### config.mk
export PLATFORM = sky130hd
export DESIGN_NAME = decimal_counter_seven_segment_render
export DESIGN_NICKNAME = d
export VERILOG_FILES = /design/src/design/dcsr_pkg.sv /design/src/design/decimal_counter_seven_segment_render.sv /design/src/design/dcsr_limbs.sv /design/src/design/dcsr_dabble.sv
export SDC_FILE = /design/constraint.sdc
export NUM_CORES = 1
export LEC_CHECK = 0
export ABC_CLOCK_PERIOD_IN_PS = 4400
export BUFFER_PORTS_ARGS = -buffer_cell sky130_fd_sc_hd__clkbuf_2
export CORE_MARGIN = 1.5
export CORE_UTILIZATION = 45
export CTS_BUF_LIST = sky130_fd_sc_hd__clkbuf_16
export CTS_CLUSTER_DIAMETER = 40
export CTS_CLUSTER_SIZE = 8
export DETAILED_ROUTE_END_ITERATION = 12
export PLACE_DENSITY_LB_ADDON = 0.2
export SYNTH_ARGS = -nofsm -noshare
export SYNTH_HDL_FRONTEND = slang
export SYNTH_SLANG_ARGS = --single-unit
### constraint.sdc
create_clock -name clk -period 4.4 [get_ports clk]
set_input_delay 0.22 -clock clk [delete_from_list [all_inputs] [get_ports clk]]
set_output_delay 0.22 -clock clk [all_outputs]
set_load 0.02 [all_outputs]
### src/design/dcsr_pkg.sv
`timescale 1ns / 1ps
`default_nettype none

package dcsr_pkg;

  localparam int AMOUNT_BITS      = 64;
  localparam int HIGH_LIMB_BITS   = 32;
  localparam int HIGH_LIMB_DIGITS = 10;
  localparam int BCD_BITS         = 4;
  localparam int POS_BITS         = 7;
  localparam int OFFSET_BITS      = 3;
  localparam int CHIP_SHIFT       = 3;
  localparam int DOT_SPACING      = 3;
  localparam int STEP_BITS        = 7;
  localparam int STEPS_LOW        = 64;
  localparam int STEPS_HIGH       = 32;

  localparam logic KIND_ADD  = 1'b0;
  localparam logic KIND_SHOW = 1'b1;

  typedef struct packed {
    logic                   kind;
    logic [AMOUNT_BITS-1:0] amount;
  } cmd_t;

  typedef struct packed {
    logic [POS_BITS-1:0] position;
    logic [BCD_BITS-1:0] digit;
    logic                blank;
    logic                dot;
    logic                last;
  } disp_t;

  typedef struct packed {
    logic                   go;
    logic [AMOUNT_BITS-1:0] amount;
  } add_req_t;

  typedef struct packed {
    logic                   start;
    logic                   wide;
    logic [AMOUNT_BITS-1:0] value;
  } dd_req_t;

  typedef struct packed {
    logic busy;
    logic done;
  } dd_stat_t;

endpackage

`default_nettype wire

### src/design/decimal_counter_seven_segment_render.sv
`timescale 1ns / 1ps
`default_nettype none

// Channel   Direction  Handshake             Word
// cmd       in         cmd_valid/cmd_stall   cmd_t: kind, amount
// disp      out        disp_valid/disp_stall disp_t: position, digit, blank, dot, last
// cfg       in         cfg_write_en          cfg_write_data: display offset
//
// For an add word, the wide add is registered first and the base compare follows it.
// A show word runs through the shared shift-and-add-3 unit (one bit per cycle, low limb
// then high limb), and then each display word is held until it is taken.
// The command side stalls until the last display word of a run is taken.
// Reset is synchronous and clears the counter and the display offset.

module decimal_counter_seven_segment_render
  import dcsr_pkg::*;
#(
  parameter int DISPLAY_DIGITS  = 20,
  parameter int LOW_LIMB_DIGITS = 19
) (
  input  logic                   clk,
  input  logic                   rst,
  input  logic                   cmd_valid,
  output logic                   cmd_stall,
  input  cmd_t                   cmd,
  output logic                   disp_valid,
  input  logic                   disp_stall,
  output disp_t                  disp,
  input  logic                   cfg_write_en,
  input  logic [OFFSET_BITS-1:0] cfg_write_data
);

  localparam int BCD_DIGITS   = (LOW_LIMB_DIGITS > HIGH_LIMB_DIGITS) ?
                                LOW_LIMB_DIGITS : HIGH_LIMB_DIGITS;
  localparam int LOW_BITS     = LOW_LIMB_DIGITS * BCD_BITS;
  localparam int STORE_BITS   = (LOW_LIMB_DIGITS + HIGH_LIMB_DIGITS) * BCD_BITS;
  localparam int K_BITS       = (DISPLAY_DIGITS > 1) ? $clog2(DISPLAY_DIGITS) : 1;

  localparam logic [2:0] S_IDLE = 3'd0;
  localparam logic [2:0] S_ADD  = 3'd1;
  localparam logic [2:0] S_LOW  = 3'd2;
  localparam logic [2:0] S_HIGH = 3'd3;
  localparam logic [2:0] S_EMIT = 3'd4;

  logic [2:0]                      state;
  logic [2:0]                      state_next;
  logic [OFFSET_BITS-1:0]          display_offset;
  logic [STORE_BITS-1:0]           store;
  logic [K_BITS-1:0]               k;
  logic [1:0]                      dot_phase;
  logic [POS_BITS-1:0]             pos;
  logic                            cmd_accept;
  logic                            disp_accept;
  logic                            shown;
  logic [AMOUNT_BITS-1:0]          low_limb;
  logic [HIGH_LIMB_BITS-1:0]       high_limb;
  add_req_t                        add_req;
  dd_req_t                         dd_req;
  dd_stat_t                        dd_stat;
  logic [BCD_DIGITS*BCD_BITS-1:0]  bcd;

  assign cmd_stall   = (state != S_IDLE);
  assign cmd_accept  = cmd_valid && !cmd_stall;
  assign disp_valid  = (state == S_EMIT);
  assign disp_accept = disp_valid && !disp_stall;

  assign add_req.go     = cmd_accept && (cmd.kind == KIND_ADD);
  assign add_req.amount = cmd.amount;

  assign dd_req.start = (cmd_accept && (cmd.kind == KIND_SHOW)) ||
                        ((state == S_LOW) && dd_stat.done);
  assign dd_req.wide  = (state == S_IDLE);
  assign dd_req.value = (state == S_IDLE) ? low_limb :
                        {high_limb, (AMOUNT_BITS-HIGH_LIMB_BITS)'(0)};

  dcsr_limbs #(
    .LOW_LIMB_DIGITS(LOW_LIMB_DIGITS)
  ) u_limbs (
    .clk      (clk),
    .rst      (rst),
    .add_req  (add_req),
    .low_limb (low_limb),
    .high_limb(high_limb)
  );

  dcsr_dabble #(
    .BCD_DIGITS(BCD_DIGITS)
  ) u_dabble (
    .clk    (clk),
    .rst    (rst),
    .dd_req (dd_req),
    .dd_stat(dd_stat),
    .bcd    (bcd)
  );

  always_comb begin
    state_next = state;
    unique case (state)
      S_IDLE: begin
        if (cmd_accept) begin
          state_next = (cmd.kind == KIND_SHOW) ? S_LOW : S_ADD;
        end
      end
      S_ADD: state_next = S_IDLE;
      S_LOW: begin
        if (dd_stat.done) begin
          state_next = S_HIGH;
        end
      end
      S_HIGH: begin
        if (dd_stat.done) begin
          state_next = S_EMIT;
        end
      end
      S_EMIT: begin
        if (disp_accept && disp.last) begin
          state_next = S_IDLE;
        end
      end
      default: state_next = S_IDLE;
    endcase
  end

  always_ff @(posedge clk) begin
    if (rst) begin
      state          <= S_IDLE;
      display_offset <= '0;
      k              <= '0;
      dot_phase      <= '0;
    end else begin
      state <= state_next;
      if (cfg_write_en) begin
        display_offset <= cfg_write_data;
      end
      if ((state == S_HIGH) && dd_stat.done) begin
        k         <= '0;
        dot_phase <= '0;
      end else if (disp_accept) begin
        k         <= k + K_BITS'(1);
        dot_phase <= (dot_phase == 2'(DOT_SPACING-1)) ? 2'd0 : dot_phase + 2'd1;
      end
    end
  end

  always_ff @(posedge clk) begin
    if ((state == S_LOW) && dd_stat.done) begin
      store[LOW_BITS-1:0] <= bcd[LOW_BITS-1:0];
    end
    if ((state == S_HIGH) && dd_stat.done) begin
      store[STORE_BITS-1:LOW_BITS] <= bcd[HIGH_LIMB_DIGITS*BCD_BITS-1:0];
      pos <= POS_BITS'({display_offset, CHIP_SHIFT'(0)}) + POS_BITS'(DISPLAY_DIGITS-1);
    end else if (disp_accept) begin
      store <= store >> BCD_BITS;
      pos   <= pos - POS_BITS'(1);
    end
  end

  assign shown         = (k == '0) || (store != '0);
  assign disp.position = pos;
  assign disp.digit    = shown ? store[BCD_BITS-1:0] : '0;
  assign disp.blank    = !shown;
  assign disp.dot      = shown && (k != '0) && (dot_phase == 2'd0);
  assign disp.last     = (k == K_BITS'(DISPLAY_DIGITS-1));

`ifndef NO_ASSERTIONS
  a_done_while_waiting: assert property (@(posedge clk) disable iff (rst)
    dd_stat.done |-> ((state == S_LOW) || (state == S_HIGH)))
    else $error("Conversion finished outside a render.");

  a_blank_stays: assert property (@(posedge clk) disable iff (rst)
    (disp_accept && disp.blank && !disp.last) |=> disp.blank)
    else $error("A digit was shown above a blanked slot.");

  a_last_frees_cmd: assert property (@(posedge clk) disable iff (rst)
    (disp_accept && disp.last) |=> !cmd_stall)
    else $error("Command side still stalled after the last display word.");
`endif

endmodule

`default_nettype wire

### src/design/dcsr_limbs.sv
`timescale 1ns / 1ps
`default_nettype none

module dcsr_limbs
  import dcsr_pkg::*;
#(
  parameter int LOW_LIMB_DIGITS = 19
) (
  input  logic                      clk,
  input  logic                      rst,
  input  add_req_t                  add_req,
  output logic [AMOUNT_BITS-1:0]    low_limb,
  output logic [HIGH_LIMB_BITS-1:0] high_limb
);

  function automatic logic [AMOUNT_BITS-1:0] pow10(input int n);
    logic [AMOUNT_BITS-1:0] p;
    p = AMOUNT_BITS'(1);
    for (int i = 0; i < n; i++) begin
      p = p * AMOUNT_BITS'(10);
    end
    return p;
  endfunction

  localparam logic [AMOUNT_BITS-1:0] BASE = pow10(LOW_LIMB_DIGITS);

  logic [AMOUNT_BITS:0] sum;
  logic                 pending;

  always_ff @(posedge clk) begin
    if (rst) begin
      pending   <= 1'b0;
      low_limb  <= '0;
      high_limb <= '0;
    end else begin
      pending <= add_req.go && (add_req.amount < BASE);
      if (pending) begin
        if (sum >= {1'b0, BASE}) begin
          low_limb  <= AMOUNT_BITS'(sum - {1'b0, BASE});
          high_limb <= high_limb + HIGH_LIMB_BITS'(1);
        end else begin
          low_limb <= sum[AMOUNT_BITS-1:0];
        end
      end
    end
  end

  always_ff @(posedge clk) begin
    if (add_req.go) begin
      sum <= {1'b0, low_limb} + {1'b0, add_req.amount};
    end
  end

`ifndef NO_ASSERTIONS
  a_low_in_range: assert property (@(posedge clk) disable iff (rst)
    low_limb < BASE)
    else $error("Low limb left its base.");

  a_pending_single: assert property (@(posedge clk) disable iff (rst)
    pending |=> !pending)
    else $error("An addition stayed pending for two cycles.");

  a_high_only_on_add: assert property (@(posedge clk) disable iff (rst)
    (!$past(pending) && !$past(rst)) |-> $stable(high_limb))
    else $error("High limb changed without an addition.");
`endif

endmodule

`default_nettype wire

### src/design/dcsr_dabble.sv
`timescale 1ns / 1ps
`default_nettype none

module dcsr_dabble
  import dcsr_pkg::*;
#(
  parameter int BCD_DIGITS = 19
) (
  input  logic                           clk,
  input  logic                           rst,
  input  dd_req_t                        dd_req,
  output dd_stat_t                       dd_stat,
  output logic [BCD_DIGITS*BCD_BITS-1:0] bcd
);

  localparam int BCD_WIDTH = BCD_DIGITS * BCD_BITS;

  logic [AMOUNT_BITS-1:0] bin;
  logic [BCD_WIDTH-1:0]   adjusted;
  logic [STEP_BITS-1:0]   steps;
  logic                   busy;
  logic                   done;

  always_comb begin
    logic [BCD_BITS-1:0] d;
    adjusted = bcd;
    for (int i = 0; i < BCD_DIGITS; i++) begin
      d = bcd[i*BCD_BITS +: BCD_BITS];
      adjusted[i*BCD_BITS +: BCD_BITS] = (d >= BCD_BITS'(5)) ? d + BCD_BITS'(3) : d;
    end
  end

  always_ff @(posedge clk) begin
    if (rst) begin
      busy  <= 1'b0;
      done  <= 1'b0;
      steps <= '0;
    end else begin
      done <= 1'b0;
      if (dd_req.start) begin
        busy  <= 1'b1;
        steps <= dd_req.wide ? STEP_BITS'(STEPS_LOW) : STEP_BITS'(STEPS_HIGH);
      end else if (busy) begin
        steps <= steps - STEP_BITS'(1);
        if (steps == STEP_BITS'(1)) begin
          busy <= 1'b0;
          done <= 1'b1;
        end
      end
    end
  end

  always_ff @(posedge clk) begin
    if (dd_req.start) begin
      bin <= dd_req.value;
      bcd <= '0;
    end else if (busy) begin
      bin <= {bin[AMOUNT_BITS-2:0], 1'b0};
      bcd <= {adjusted[BCD_WIDTH-2:0], bin[AMOUNT_BITS-1]};
    end
  end

  assign dd_stat.busy = busy;
  assign dd_stat.done = done;

`ifndef NO_ASSERTIONS
  a_start_when_free: assert property (@(posedge clk) disable iff (rst)
    dd_req.start |-> !busy)
    else $error("Conversion started while the unit was busy.");

  a_done_pulse: assert property (@(posedge clk) disable iff (rst)
    done |=> !done)
    else $error("Done held for more than one cycle.");

  a_done_after_busy: assert property (@(posedge clk) disable iff (rst)
    $rose(done) |-> $past(busy))
    else $error("Done raised without a running conversion.");
`endif

endmodule

`default_nettype wire
==> flow_metrics.env, run 1 <==
export IMPL_final_setup_viol_count=0
export IMPL_whs_path_depth=3
export IMPL_final_core_util=0.524
export IMPL_wl_met2_um=27800
export IMPL_power_density_nw_per_um2=549
export IMPL_grt_pass1_wl_um=97200
export IMPL_switching_share=0.311
export IMPL_viasPerCell=5.63
export IMPL_start_kind="flip-flop"
export IMPL_cts_hold_buf=11
export IMPL_wl_per_cell_um=16.9
export IMPL_cp_end_kind="flip-flop"
export IMPL_yosys_top_cells_area="dfxtp_1 (23%), edfxtp_1 (22%), nand2_1 (6.7%)"
export IMPL_ff2ff_path_depth=12
export IMPL_fp_dieW_um=233
export IMPL_hpwl_um=40800
export IMPL_power_internal_w=0.0104
export IMPL_hold_viol=0
export IMPL_fin_crit_ns=3.88
export IMPL_p_leak_nw=10.9
export IMPL_synth_area_per_cell_um2=8.72
export IMPL_ctsLongestPathBuffers=3
export IMPL_syn_num_nets=2913
export IMPL_cp_startpoint="u_limbs.low_limb[0]"
export IMPL_die_area_um2=54300
export IMPL_slew_viol_final=0
export IMPL_overflow=0
export IMPL_die_height_um=233
export IMPL_tns_ns=0
export IMPL_r2r_start="u_limbs.low_limb[0]"
export IMPL_worst_slew_pin_slew_ns=1.17
export IMPL_clockPowerShare=0.394
export IMPL_ir_drop_mv=0.271
export IMPL_top_layer_used="met4"
export IMPL_wl_met1_um=27400
export IMPL_ys_seq_elements=447
export IMPL_antenna_found_initial=0
export IMPL_multi_input_area_um2=12300
export IMPL_cts_resized=0
export IMPL_finClkSkew_ns=0.0281
export IMPL_critPathKind="flip-flop to flip-flop"
export IMPL_min_from="cmd[64]"
export IMPL_seqPwrFrac=0.402
export IMPL_place_congestion=0.948
export IMPL_wl_met3_um=2950
export IMPL_power_w=0.0151
export IMPL_num_fill_cells=4857
export IMPL_clk_latency_ns=0.60
export IMPL_status="finished, final reports clean"
export IMPL_area_delta_synth_final_pct=15.5
export IMPL_crit_arrival_ns=4.21
export IMPL_p_switching_w=0.00470
export IMPL_cts_sinks=447
export IMPL_crit_required_ns=4.72
export IMPL_track_usage=0.220
export IMPL_drt_iter0_markers=1422
export IMPL_fin_crit_sh=0.883
export IMPL_syn_area_um2=23800
export IMPL_drc=0
export IMPL_hp_class="input pin to flip-flop"
export IMPL_num_antenna_cells=0
export IMPL_ys_seq_area_frac=0.450
export IMPL_worstPathMaxFanout=4
export IMPL_place_ws_ns=0.593
export IMPL_drtPass1Iterations=5
export IMPL_synthArstFlopShare=0
export IMPL_clk_pin_slew_ns=0.05
export IMPL_rsz0062_at_grt="false"
export IMPL_cts_tree="yes"
export IMPL_postCtsSetupBuffers=0
export IMPL_synth_flop_cell="dfxtp_1"
export IMPL_seqCellArea_um2=10700
export IMPL_ios=89
export IMPL_ant_nets=0
export IMPL_core_um2=52400
export IMPL_final_nets=2967
export IMPL_root_buffer="clkbuf_16"
export IMPL_comb_power_share=0.204
export IMPL_synth_area_leader_cell="dfxtp_1"
export IMPL_h_tree_depth=3
export IMPL_numCtsBuffers=84
export IMPL_drt_wl_total_um=59700
export IMPL_netlist_area_leader_share=0.228
export IMPL_slew_limit_headroom=0.217
export IMPL_fin_ws_ns=0.515
export IMPL_synth_edff_count=176
export IMPL_num_rows=84
export IMPL_start_util=0.454
export IMPL_grt_max_degree=110
export IMPL_drive_gt1_frac=0.0927
export IMPL_fmax_mhz=257
export IMPL_synth_cells=2729
export IMPL_hold_ws_ns=0.0608
export IMPL_drv_cap=0
export IMPL_ys_warn_count=0
export IMPL_vias=19900
export IMPL_io_buffers=88
export IMPL_ys_types=71
export IMPL_grt_pass1_vias=19000
==> per-stage QoR <==
stage	cell area, µm²	cells
3_5_place_dp	24700	3374
2_1_floorplan	23800	2729
6_report	27500	3536
5_1_grt	27500	3536
3_3_place_gp	24700	3374
4_1_cts	27500	3536
==> logic make-up (layout without fill, tap and decap cells) <==
logic type	Yosys count	count (layout)	synth area share
xor+xnor	163	163	0.0600
fa+ha+maj	111	111	0.0587
compound gates	650	650	0.174
simple gates	1088	1088	0.202
flops	447	447	0.450
mux	44	44	0.0185
buf+inv	226	345	0.0367
==> routing by layer <==
metal	up-vias	track usage
met2	556	0.358
met5	-	0
met4	0	0.0738
met1	9370	0.296
li1	9857	-
met3	116	0.0341
==> cells in the mapped netlist (all sizes together), types with 3 or more instances <==
cell type and count:
nand2 425, nor2 325, dfxtp 271, a21oi 177
edfxtp 176, o21ai 146, clkbuf 144, ha 110
nand3 93, xnor2 90, a31oi 88, xor2 73
inv 68, a211oi 60, a21o 50, nor4 48
nor3 47, mux2i 44, nand4 40, a22oi 32
nand2b 27, or3 24, a22o 18, o21bai 16
and3 15, nor3b 12, buf 11, a311oi 10
o211ai 10, nor2b 9, o21a 7, a2111oi 5
a211o 5, and2 5, o311ai 5, or4 5
and4 4, or2 4, a221o 3, a41o 3
clkinv 3
==> power groups by stage <==
stage	Combinational [W]	Clock (W)	Sequential (W)
after detailed placement	0.00306	0	0.00612
after global placement	0.00298	0	0.00609
after floorplan	0.00243	0	0.00589
after CTS	0.00309	0.00606	0.00606
final	0.00307	0.00595	0.00606
after global routing	0.00349	0.00623	0.00617
==> final cells by class <==
class | instances | area share
Clock buffer | 88 | 0.0801
Clock inverter | 63 | 0.0162
Inverter | 71 | 0.00970
Multi-Input combinational cell | 2056 | 0.446
Sequential cell | 447 | 0.390
Tap cell | 688 | 0.0313
Timing Repair Buffer | 123 | 0.0267
==> worst max-delay path, cell delays in order (launching register included) <==
cell       delay, ns
dfxtp_1         0.35
ha_1            0.20
fa_1            0.24
a211oi_1        0.11
o211ai_1        0.35
a32oi_1         0.27
a2111oi_2       0.64
o211ai_1        0.29
a211oi_1        0.48
nor3_1          0.15
o21ai_0         0.25
a31oi_1         0.14
xnor2_1         0.14
==> layout by cell type (no fill, tap or decap), types with 73 or more instances in the layout <==
master	n
nand2_1	422
nor2_1	323
dfxtp_1	269
a21oi_1	176
edfxtp_1	176
o21ai_0	137
ha_1	110
nand3_1	93
inv_1	92
xnor2_1	90
a31oi_1	88
clkbuf_16	88
clkbuf_2	87
xor2_1	73
==> registers in the layout, indices dropped and copies added (netlist names), 5 cells and up <==
register / cells
u_limbs.low_limb: 64
u_dabble.steps: 7
u_dabble.bcd: 76
store: 116
u_dabble.bin: 64
u_limbs.high_limb: 32
pos: 7
k: 5
u_limbs.sum: 65
==> worst paths after layout <==
| check | end | slack, ns |
|---|---|---|
| setup / recovery | u_limbs.sum[58] | 0.52 |
| hold / removal | state[1] | 0.06 |
| setup reg to reg | u_limbs.sum[58] | 0.52 |
| hold reg to reg | u_dabble.bcd[75] | 0.48 |
No activity file was read; power rests on OpenSTA's default activity.
==> run 2, diff against run 1 <==
--- a/config.mk
+++ b/config.mk
@@ -13,7 +13,7 @@
 export CTS_CLUSTER_DIAMETER = 40
 export CTS_CLUSTER_SIZE = 8
 export DETAILED_ROUTE_END_ITERATION = 12
-export PLACE_DENSITY_LB_ADDON = 0.2
+export PLACE_DENSITY_LB_ADDON = 0.3
 export SYNTH_ARGS = -nofsm -noshare
 export SYNTH_HDL_FRONTEND = slang
 export SYNTH_SLANG_ARGS = --single-unit
==> run 2 against run 1 <==
Final cell count is essentially flat. Routed wire length down 0.56%. Die area stayed put. Worst setup slack better by 0.016 ns. Flip-flop and latch count unchanged. Critical path type unchanged. Largest power group unchanged.
==> flow_metrics.env, run 2 (same netlist as run 1, synthesis figures left out) <==
export IMPL_rsz0062_at_grt="false"
export IMPL_place_ws_ns=0.583
export IMPL_grt_pass1_vias=19300
export IMPL_final_nets=2961
export IMPL_crit_required_ns=4.74
export IMPL_clk_pin_slew_ns=0.05
export IMPL_cts_tree="yes"
export IMPL_grtUsageMet3=0.0335
export IMPL_wl_per_cell_um=16.8
export IMPL_power_density_nw_per_um2=543
export IMPL_clk_latency_ns=0.60
export IMPL_area_delta_synth_final_pct=14.8
export IMPL_cp_end_kind="flip-flop"
export IMPL_final_setup_viol_count=0
export IMPL_track_usage=0.218
export IMPL_tns_ns=0
export IMPL_die_height_um=233
export IMPL_final_cell_mix="nand2_1 (422), nor2_1 (323), dfxtp_1 (269)"
export IMPL_grt_use_met1=0.290
export IMPL_root_buffer="clkbuf_16"
export IMPL_drv_cap=0
export IMPL_vias=20000
export IMPL_ctsLongestPathBuffers=3
export IMPL_fmax_mhz=258
export IMPL_ios=89
export IMPL_worst_slew_pin_slew_ns=1.20
export IMPL_ff2ff_path_depth=12
export IMPL_num_rows=84
export IMPL_grt_met2_usage=0.355
export IMPL_numCtsBuffers=80
export IMPL_cp_buffers_inverters=0
export IMPL_top_register="store"
export IMPL_start_util=0.454
export IMPL_die_area_um2=54300
export IMPL_slew_viol_final=0
export IMPL_hold_viol=0
export IMPL_ir_drop_mv=0.279
export IMPL_io_buffers=88
export IMPL_fin_crit_ns=3.87
export IMPL_top_usage_layer="met2"
export IMPL_start_kind="flip-flop"
export IMPL_drt_wl_total_um=59300
export IMPL_ff2ff_setup_slack_ns=0.53
export IMPL_drive_gt1_frac=0.0893
export IMPL_status="finished, final reports clean"
export IMPL_largest_register_ffs=116
export IMPL_final_common_cell="nand2_1"
export IMPL_top_regs="store (116), u_dabble.bcd (76), u_limbs.sum (65)"
export IMPL_cp_depth=12
export IMPL_power_w=0.0148
export IMPL_cp_endpoint="u_limbs.sum[58]"
export IMPL_final_core_util=0.521
export IMPL_ant_nets=0
export IMPL_cts_sinks=447
export IMPL_h_tree_depth=3
export IMPL_p_leak_nw=10.9
export IMPL_drc=0
export IMPL_fin_ws_ns=0.531
export IMPL_path_cells="ha_1 -> fa_1 -> a211oi_1 -> o211ai_1 -> a32oi_1 -> a2111oi_2 -> o211ai_1 -> a211oi_1 -> nor3_1 -> o21ai_0 -> a31oi_1 -> xnor2_1"
export IMPL_hp_class="input pin to flip-flop"
export IMPL_fin_crit_sh=0.879
export IMPL_hpwl_um=41100
export IMPL_core_um2=52400
export IMPL_slew_limit_headroom=0.197
export IMPL_num_antenna_cells=0
export IMPL_r2r_end="u_limbs.sum[58]"
export IMPL_overflow=0
export IMPL_path_delay_family="compound AO/OA/AOI/OAI gates"
export IMPL_cp_startpoint="u_limbs.low_limb[0]"
export IMPL_drt_iter0_markers=1315
export IMPL_drtPass1Iterations=5
export IMPL_min_from="disp_stall"
export IMPL_critPathMaxStageDelay_ns=0.69
export IMPL_r2r_start="u_limbs.low_limb[0]"
export IMPL_grt_pass1_wl_um=96600
export IMPL_viasPerCell=5.65
export IMPL_critPathKind="flip-flop to flip-flop"
export IMPL_hold_ws_ns=0.0630
export IMPL_finClkSkew_ns=0.0172
export IMPL_fp_dieW_um=233
export IMPL_crit_arrival_ns=4.21
export IMPL_worstPathMaxFanout=4
export IMPL_antenna_found_initial=0
export IMPL_grt_max_degree=110
export IMPL_place_congestion=0.920
export IMPL_cp_slowest_cell="a2111oi_2"
[run 2: cell count changes in the layout (fill, tap and decap cells not counted), sizes merged]
cell and change:
clkinv -7, buf -2, clkinvlp -1, clkbuf -7, inv +14
[run 2: repair_timing]
item | 4_1_cts | 5_1_grt
buffers inserted | 0 | 0
endpoints found under the setup margin | 0 | 0
hold buffers | 11 | 0
gates resized for setup | 0 | 0
hold endpoints to repair | 6 | 0
[run 2: report_power, final]
part	leakage [nW]	internal, W	switching [W]
sequential	3.85	0.00537	0.000709
clock	1.35	0.00362	0.00205
combinational	5.70	0.00115	0.00193
total	10.9	0.0101	0.00469
[run 2: worst register-to-register path, stage by stage (launching register included)]
cell and delay (ns):
dfxtp_1 0.36, ha_1 0.19, fa_1 0.25, a211oi_1 0.11, o211ai_1 0.34, a32oi_1 0.25
a2111oi_2 0.70, o211ai_1 0.29, a211oi_1 0.46, nor3_1 0.15, o21ai_0 0.25, a31oi_1 0.14
xnor2_1 0.14
[run 2: area by class of cell]
cell class / instances / area (µm²)
Clock buffer: 81 / 2030
Clock inverter: 69 / 488
Fill cell: 4799 / 25100
Inverter: 71 / 267
Multi-Input combinational cell: 2056 / 12300
Sequential cell: 447 / 10700
Tap cell: 688 / 861
Timing Repair Buffer: 121 / 718
[run 2: worst min path at each step]
stage	end	cells past startpoint
after floorplan	u_limbs.pending	2
after global placement	display_offset[2]	3
after detailed placement	u_dabble.bcd[75]	2
after CTS	state[1]	3
after global routing	state[1]	3
final	k[1]	4
[run 2: metrics by stage]
| step | instance area (µm²) | cells |
|---|---|---|
| global placement | 24700 | 3372 |
| CTS | 27300 | 3533 |
| floorplan | 23800 | 2729 |
| detailed placement | 24700 | 3372 |
| finish | 27300 | 3533 |
| global route | 27300 | 3533 |
[run 2: routing by layer]
metal	vias up	part of all wire
met2	477	0.46
met5	-	0
li1	9874	-
met1	9477	0.46
met4	0	0.031
met3	131	0.044
